--- config.mk ---
export PLATFORM = sky130hd
export DESIGN_NAME = pps_synced_time_of_day
export DESIGN_NICKNAME = d
export VERILOG_FILES = /design/src/sv/pstod_pkg.sv /design/src/sv/pps_synced_time_of_day.sv
export SDC_FILE = /design/constraint.sdc
export NUM_CORES = 1
export LEC_CHECK = 0
export BUFFER_PORTS_ARGS = -buffer_cell sky130_fd_sc_hd__buf_2
export CORE_MARGIN = 2
export CORE_UTILIZATION = 59
export CTS_CLUSTER_DIAMETER = 30
export CTS_CLUSTER_SIZE = 25
export DETAILED_ROUTE_END_ITERATION = 12
export GPL_TIMING_DRIVEN = 0
export PLACE_DENSITY_LB_ADDON = 0.15
export SLEW_MARGIN = 20
export SYNTH_ARGS = -nofsm -noshare
export SYNTH_HDL_FRONTEND = slang
export SYNTH_SLANG_ARGS = --single-unit
--- constraint.sdc ---
create_clock -name clk -period 6.6 [get_ports clk]
set_clock_uncertainty 0.05 [all_clocks]
set_input_delay 0.66 -clock clk [delete_from_list [all_inputs] [get_ports clk]]
set_output_delay 0.66 -clock clk [all_outputs]
set_load 0.05 [all_outputs]
--- src/sv/pstod_pkg.sv ---
`timescale 1ns / 1ps
// pstod_pkg: item codes, field widths and event flag type for the time-of-day keeper
// no dependencies

package pstod_pkg;

    typedef enum logic [1:0] {
        MODE_TICK   = 2'd0,
        MODE_RESYNC = 2'd1,
        MODE_LOAD   = 2'd2
    } mode_t;

    localparam int WALL_W   = 32;
    localparam int SEC_W    = 17;
    localparam int MS_W     = 10;
    localparam int DAYMS_W  = 27;

    typedef struct packed {
        logic second_event;
        logic sync_request;
        logic sync_lost;
        logic sync_gained;
        logic pulse_missing;
    } tod_flags_t;

endpackage

--- src/sv/pps_synced_time_of_day.sv ---
`timescale 1ns / 1ps
// pps_synced_time_of_day: time-of-day keeper locked to a once-per-second pulse
// depends on pstod_pkg

// One item per clock cycle sustained while the output is not stalled.
// Items pass an input register, two stages that reduce wall_seconds modulo
// SECONDS_PER_DAY by a reciprocal multiply and a multiply-back, a stage that
// corrects the remainder and updates the clock state, and
// an output register that forms day_millis with one multiply and add. The
// state is read and written only in the update stage, so back-to-back items
// see each other's effects in order. Each stage holds its item while the next
// is full and stalled, so bubbles are squeezed out behind a stalled result.

module pps_synced_time_of_day
    import pstod_pkg::*;
#(
    parameter int TICKS_PER_SECOND = 1000,
    parameter int SECONDS_PER_DAY  = 86400
)
(
    input  logic                 clk,
    input  logic                 rst_n,

    input  logic                 in_valid,
    output logic                 in_stall,
    input  logic [1:0]           mode,
    input  logic                 pulse_level,
    input  logic [WALL_W-1:0]    wall_seconds,
    input  logic                 first_half,

    output logic                 out_valid,
    input  logic                 out_stall,
    output logic [SEC_W-1:0]     day_seconds,
    output logic [MS_W-1:0]      milliseconds,
    output logic [DAYMS_W-1:0]   day_millis,
    output logic                 synced,
    output logic                 second_event,
    output logic                 sync_request,
    output logic                 sync_lost,
    output logic                 sync_gained,
    output logic                 pulse_missing
);

    localparam int CNT_W = $clog2(TICKS_PER_SECOND + 1);
    localparam int REM_W = SEC_W + 1;
    localparam int SHIFT = 31 + $clog2(SECONDS_PER_DAY);
    localparam logic [63:0] RECIP_WIDE = (64'd1 << SHIFT) / 64'(SECONDS_PER_DAY);
    localparam logic [WALL_W-1:0] RECIP = RECIP_WIDE[WALL_W-1:0];
    localparam logic [SEC_W-1:0]  DAY_LEN = SEC_W'(SECONDS_PER_DAY);
    localparam logic [REM_W-1:0]  DAY_LEN_R = REM_W'(SECONDS_PER_DAY);
    localparam logic [CNT_W-1:0]  TICKS = CNT_W'(TICKS_PER_SECOND);

    // pipeline occupancy
    logic s1_valid_reg, s2_valid_reg, s3_valid_reg, s4_valid_reg, out_valid_reg;
    logic rdy1, rdy2, rdy3, rdy4, rdy5;

    // stage 1: input register
    logic [1:0]        s1_mode_reg;
    logic              s1_pulse_reg;
    logic [WALL_W-1:0] s1_wall_reg;
    logic              s1_half_reg;

    // stage 2: quotient estimate
    logic [1:0]        s2_mode_reg;
    logic              s2_pulse_reg;
    logic [WALL_W-1:0] s2_wall_reg;
    logic              s2_half_reg;
    logic [WALL_W-1:0] s2_quot_reg;
    logic [WALL_W-1:0] s2_quot_next;
    logic [63:0]       recip_prod;

    // stage 3: raw remainder, below twice the day length
    logic [1:0]        s3_mode_reg;
    logic              s3_pulse_reg;
    logic              s3_half_reg;
    logic [REM_W-1:0]  s3_rem_reg;
    logic [REM_W-1:0]  s3_rem_next;
    logic [WALL_W-1:0] back_prod;
    logic [WALL_W-1:0] rem_full;

    // clock state
    logic [SEC_W-1:0]  sec_reg, sec_next;
    logic [CNT_W-1:0]  ms_reg, ms_next;
    logic              sync_reg, sync_next;
    logic              last_pulse_reg, last_pulse_next;

    // stage 4: result before day_millis
    logic [SEC_W-1:0]  s4_sec_reg;
    logic [CNT_W-1:0]  s4_ms_reg;
    logic              s4_sync_reg;
    tod_flags_t        s4_flags_reg;
    tod_flags_t        flags_next;

    // output register
    logic [SEC_W-1:0]   out_sec_reg;
    logic [MS_W-1:0]    out_ms_reg;
    logic [DAYMS_W-1:0] out_dayms_reg;
    logic [DAYMS_W-1:0] out_dayms_next;
    logic               out_sync_reg;
    tod_flags_t         out_flags_reg;

    // update stage working values
    logic [REM_W-1:0] rem_fix;
    logic [SEC_W-1:0] load_sec;
    logic [SEC_W-1:0] sec_inc;
    logic [CNT_W-1:0] ms_inc;
    logic             pulse_edge;

    always_comb
    begin
        rdy5 = !out_valid_reg || !out_stall;
        rdy4 = !s4_valid_reg || rdy5;
        rdy3 = !s3_valid_reg || rdy4;
        rdy2 = !s2_valid_reg || rdy3;
        rdy1 = !s1_valid_reg || rdy2;
    end

    assign in_stall = !rdy1;

    always_ff @(posedge clk or negedge rst_n)
    begin
        if (!rst_n)
        begin
            s1_valid_reg  <= 1'b0;
            s2_valid_reg  <= 1'b0;
            s3_valid_reg  <= 1'b0;
            s4_valid_reg  <= 1'b0;
            out_valid_reg <= 1'b0;
        end
        else
        begin
            if (rdy1)
            begin
                s1_valid_reg <= in_valid;
            end
            if (rdy2)
            begin
                s2_valid_reg <= s1_valid_reg;
            end
            if (rdy3)
            begin
                s3_valid_reg <= s2_valid_reg;
            end
            if (rdy4)
            begin
                s4_valid_reg <= s3_valid_reg;
            end
            if (rdy5)
            begin
                out_valid_reg <= s4_valid_reg;
            end
        end
    end

    // quotient estimate is the true quotient or one short
    always_comb
    begin
        recip_prod   = 64'(s1_wall_reg) * 64'(RECIP);
        s2_quot_next = WALL_W'(recip_prod >> SHIFT);
    end

    always_comb
    begin
        back_prod   = WALL_W'(s2_quot_reg * WALL_W'(SECONDS_PER_DAY));
        rem_full    = s2_wall_reg - back_prod;
        s3_rem_next = rem_full[REM_W-1:0];
    end

    always_ff @(posedge clk)
    begin
        if (in_valid && rdy1)
        begin
            s1_mode_reg  <= mode;
            s1_pulse_reg <= pulse_level;
            s1_wall_reg  <= wall_seconds;
            s1_half_reg  <= first_half;
        end
        if (s1_valid_reg && rdy2)
        begin
            s2_mode_reg  <= s1_mode_reg;
            s2_pulse_reg <= s1_pulse_reg;
            s2_wall_reg  <= s1_wall_reg;
            s2_half_reg  <= s1_half_reg;
            s2_quot_reg  <= s2_quot_next;
        end
        if (s2_valid_reg && rdy3)
        begin
            s3_mode_reg  <= s2_mode_reg;
            s3_pulse_reg <= s2_pulse_reg;
            s3_half_reg  <= s2_half_reg;
            s3_rem_reg   <= s3_rem_next;
        end
        if (s3_valid_reg && rdy4)
        begin
            s4_sec_reg   <= sec_next;
            s4_ms_reg    <= ms_next;
            s4_sync_reg  <= sync_next;
            s4_flags_reg <= flags_next;
        end
        if (s4_valid_reg && rdy5)
        begin
            out_sec_reg   <= s4_sec_reg;
            out_ms_reg    <= MS_W'(s4_ms_reg);
            out_dayms_reg <= out_dayms_next;
            out_sync_reg  <= s4_sync_reg;
            out_flags_reg <= s4_flags_reg;
        end
    end

    // state update
    always_comb
    begin
        sec_next        = sec_reg;
        ms_next         = ms_reg;
        sync_next       = sync_reg;
        last_pulse_next = last_pulse_reg;
        flags_next      = '0;

        rem_fix  = (s3_rem_reg >= DAY_LEN_R) ? s3_rem_reg - DAY_LEN_R : s3_rem_reg;
        load_sec = rem_fix[SEC_W-1:0];
        if (s3_half_reg)
        begin
            load_sec = (load_sec == '0) ? DAY_LEN - 1'b1 : load_sec - 1'b1;
        end

        sec_inc    = sec_reg + 1'b1;
        ms_inc     = ms_reg + 1'b1;
        pulse_edge = !sync_reg && s3_pulse_reg && !last_pulse_reg;

        case (s3_mode_reg)
            MODE_TICK:
            begin
                ms_next = ms_inc;
                if (pulse_edge)
                begin
                    ms_next                 = '0;
                    flags_next.sync_request = 1'b1;
                end
                if (pulse_edge || ms_inc >= TICKS)
                begin
                    flags_next.second_event = 1'b1;
                    if (sync_reg)
                    begin
                        // a synced boundary must land on a fresh rising edge
                        if (!s3_pulse_reg || last_pulse_reg)
                        begin
                            sync_next            = 1'b0;
                            flags_next.sync_lost = 1'b1;
                        end
                    end
                    else if (!pulse_edge)
                    begin
                        flags_next.pulse_missing = 1'b1;
                    end
                    sec_next = (sec_inc >= DAY_LEN) ? '0 : sec_inc;
                    ms_next  = '0;
                end
                last_pulse_next = s3_pulse_reg;
            end
            MODE_RESYNC:
            begin
                sync_next            = 1'b0;
                flags_next.sync_lost = 1'b1;
            end
            MODE_LOAD:
            begin
                sec_next               = load_sec;
                sync_next              = 1'b1;
                flags_next.sync_gained = 1'b1;
            end
            default:
            begin
                sync_next = sync_reg;
            end
        endcase
    end

    always_ff @(posedge clk or negedge rst_n)
    begin
        if (!rst_n)
        begin
            sec_reg        <= '0;
            ms_reg         <= '0;
            sync_reg       <= 1'b0;
            last_pulse_reg <= 1'b0;
        end
        else if (s3_valid_reg && rdy4)
        begin
            sec_reg        <= sec_next;
            ms_reg         <= ms_next;
            sync_reg       <= sync_next;
            last_pulse_reg <= last_pulse_next;
        end
    end

    always_comb
    begin
        out_dayms_next = DAYMS_W'(34'(s4_sec_reg) * 34'(TICKS_PER_SECOND) + 34'(s4_ms_reg));
    end

    assign out_valid     = out_valid_reg;
    assign day_seconds   = out_sec_reg;
    assign milliseconds  = out_ms_reg;
    assign day_millis    = out_dayms_reg;
    assign synced        = out_sync_reg;
    assign second_event  = out_flags_reg.second_event;
    assign sync_request  = out_flags_reg.sync_request;
    assign sync_lost     = out_flags_reg.sync_lost;
    assign sync_gained   = out_flags_reg.sync_gained;
    assign pulse_missing = out_flags_reg.pulse_missing;

    // clock state stays in range
    a_ms_range: assert property (@(posedge clk) disable iff (!rst_n)
        ms_reg < TICKS)
        else $error("millisecond count out of range");

    a_sec_range: assert property (@(posedge clk) disable iff (!rst_n)
        sec_reg < DAY_LEN)
        else $error("seconds of day out of range");

    a_gain_synced: assert property (@(posedge clk) disable iff (!rst_n)
        out_valid && sync_gained |-> synced)
        else $error("sync gained without synced flag");

    a_lost_unsynced: assert property (@(posedge clk) disable iff (!rst_n)
        out_valid && sync_lost |-> !synced)
        else $error("sync lost while still synced");

    a_request_boundary: assert property (@(posedge clk) disable iff (!rst_n)
        out_valid && sync_request |-> second_event && out_ms_reg == '0 && !pulse_missing)
        else $error("sync request off a second boundary");

endmodule

==> results.json <==
{
  "initial_utilization_pct": 59.9,
  "yosysUniqueCellTypes": 102,
  "syn-cell-area_mm2": 0.0266,
  "placement.io_buffers": 101,
  "synthFlopType": "edfxtp_1",
  "grtUsageTotal_pct": 28.4,
  "startpoint": "s1_wall_reg[11]",
  "hold_viol": 0,
  "netlist.area_leader.share_pct": 24.3,
  "largest_reg_flops": 32,
  "syn_inst": 2471,
  "hold_path_class": "input port to asynchronous set/reset pin",
  "place_area_mm2": 0.0280,
  "routedWlPerCell_um": 19.5,
  "cts_made_buffers": 45,
  "via_count": 19000,
  "synthArstFlopShare_pct": 15.8,
  "crit_fanout": 6,
  "insertion_delay_ns": 0.58,
  "die_x_um": 216,
  "finalSetupViolCount": 7,
  "place_hpwl_um": 49900,
  "max_freq_mhz": 143,
  "first_global_vias": 19900,
  "clk_pin_slew_ns": 0.06,
  "dieArea_mm2": 0.0467,
  "seq_area_frac_synth_pct": 23.7,
  "place_worst_setup_slack_ns": -1.20,
  "critPathLaunchType": "flop",
  "place.gp.congestion": 0.940,
  "grt_start_max_net_pins": 35,
  "hold_buffers": 0,
  "finalCritPeriodShare_pct": 106,
  "drt_iter0_drc": 852,
  "cap_viol_max_count": 0,
  "fp.dieH_um": 216,
  "worst_ep_required_time_ns": 6.83,
  "tritoncts": "built",
  "core-area_mm2": 0.0443,
  "worstSetupPathType": "flop to flop",
  "netlist.top_cell.by_area": "fa_1",
  "violations": "negative setup slack",
  "final_nets": 3573,
  "reg2reg_from": "s1_wall_reg[11]",
  "synth_edf_count": 181,
  "max-slew-margin-rel_pct": 33.0,
  "status": "complete, but fails checks",
  "htreeDepth": 2,
  "period_needed_ns": 6.98,
  "io_pins": 102,
  "ys_warn_count": 0,
  "drt_wl_total_um": 65700,
  "fin_area_mm2": 0.0312,
  "drive_gt1_share_pct": 17.5,
  "grt_setup_unrepaired": "true",
  "grt_first_pass_wirelength_um": 103000,
  "final_common_cell": "inv_1",
  "endpoint_kind": "flop",
  "root_buffer": "clkbuf_16",
  "row_count": 77,
  "remaining_drc_errors": 0,
  "cts_buffer_depth": 3,
  "cts_sinks": 215,
  "max_slew.worst_pin.slew_ns": 1.00,
  "via_per_inst": 5.64,
  "area_growth_syn_to_layout_pct": 17.3,
  "antenna_found_initial": 1,
  "synth-seq-cells": 215,
  "avgSynthCellArea_um2": 10.8,
  "first_pass_iters": 6,
  "fin_ws_ns": -0.380,
  "yosys-top-cells-area": "fa_1 24%, ha_1 22%, edfxtp_1 20%, inv_1 8.0%, dfrtp_1 3.2%",
  "maxSlewViolCount": 0,
  "final_cell_mix": "551 x inv_1, 444 x ha_1, 299 x fa_1",
  "overflow": 0,
  "ant_nets": 0,
  "crit_arrival_ns": 7.21,
  "whs_ns": 0.165,
  "synth_nets": 3309
}
==> cell usage after synthesis (all sizes together), types with 6 or more instances <==
cell type	number
nor4	13
or3	9
and2	14
a2111oi	10
nor3b	6
and4	7
o21bai	9
ha	476
mux2	14
nand4	16
o21ai	88
inv	567
clkbuf	14
fa	322
a21oi	93
nor2	85
and3	11
a31oi	13
nand3	33
o41ai	6
xor2	20
o21a	12
nand2b	15
nor2b	6
buf	24
dfrtp	34
o22ai	6
a21boi	8
nand3b	8
a21o	30
nand2	99
xnor2	76
a211oi	12
nor3	30
o211ai	13
edfxtp	181
==> area by class of cell <==
| type | count | area (um^2) |
|---|---|---|
| diodes | 2 | 5.00 |
| plain buffers | 38 | 200 |
| clock buffers | 50 | 1160 |
| clock inverters | 33 | 348 |
| fillers | 3185 | 13200 |
| inverters | 568 | 2130 |
| multi-input cells | 1650 | 18700 |
| flip-flops and latches | 215 | 6290 |
| well taps | 592 | 741 |
| repair buffers | 217 | 1630 |
==> final timing paths <==
check                            endpoint  slack [ns]  cells past startpoint
hold / removal                  ms_reg[3]        0.17                      1
max in group asynchronous      sec_reg[9]        5.74                      1
setup reg to reg           s2_quot_reg[3]       -0.38                     24
setup / recovery           s2_quot_reg[3]       -0.38                     24
min in group clk           s1_wall_reg[4]        0.20                      1
hold reg to reg                 sync_lost        0.37                      0
==> metal layers <==
| layer | GRT usage (%) | wire length (um) |
|---|---|---|
| met5 | 0 | 0 |
| met4 | 13.2 | 3490 |
| met3 | 2.39 | 2410 |
| met2 | 54.2 | 35300 |
| met1 | 32.0 | 24600 |
==> kinds of logic after synthesis <==
family	share of synthesized area, %
xor gates and xnor gates	3.40
adders and majority gates	46.7
DFF	23.7
buffers and inverters	8.77
muxes	0.782
AOI/OAI and AO/OA	9.33
and+or+nand+nor	7.37
==> timing repair <==
| action | CTS | global route |
|---|---|---|
| gates resized for setup | 64 | 66 |
| pin swaps | 62 | 55 |
| setup endpoints to repair | 11 | 11 |
| gates cloned | 0 | 0 |
| buffers inserted | 96 | 15 |
==> stage by stage <==
step                TNS (ns)  util (%)  cells
floorplan            -0.0354         -   2471
global placement      -45.94      63.0   3164
detailed placement     -9.90      63.3   3169
CTS                   -0.937      69.2   3348
global route           -3.17      70.3   3363
finish                 -1.47      70.3   3365
==> critical path: stages, from the launching register on <==
cell	delay, ns
edfxtp_1	0.44
buf_12	0.18
fa_2	0.40
ha_4	0.27
inv_1	0.04
fa_1	0.47
fa_2	0.57
inv_1	0.05
fa_1	0.39
fa_1	0.50
fa_1	0.57
inv_2	0.05
fa_1	0.55
inv_2	0.05
ha_4	0.29
nand4_1	0.15
buf_4	0.17
buf_4	0.13
nor2_1	0.19
nand2_1	0.17
a211oi_1	0.30
a311oi_2	0.12
nor4_2	0.36
a2111oi_4	0.07
xnor2_1	0.14
Power is not shown: default switching activity piles up to over one toggle a cycle in this logic, so the estimate is an artifact.
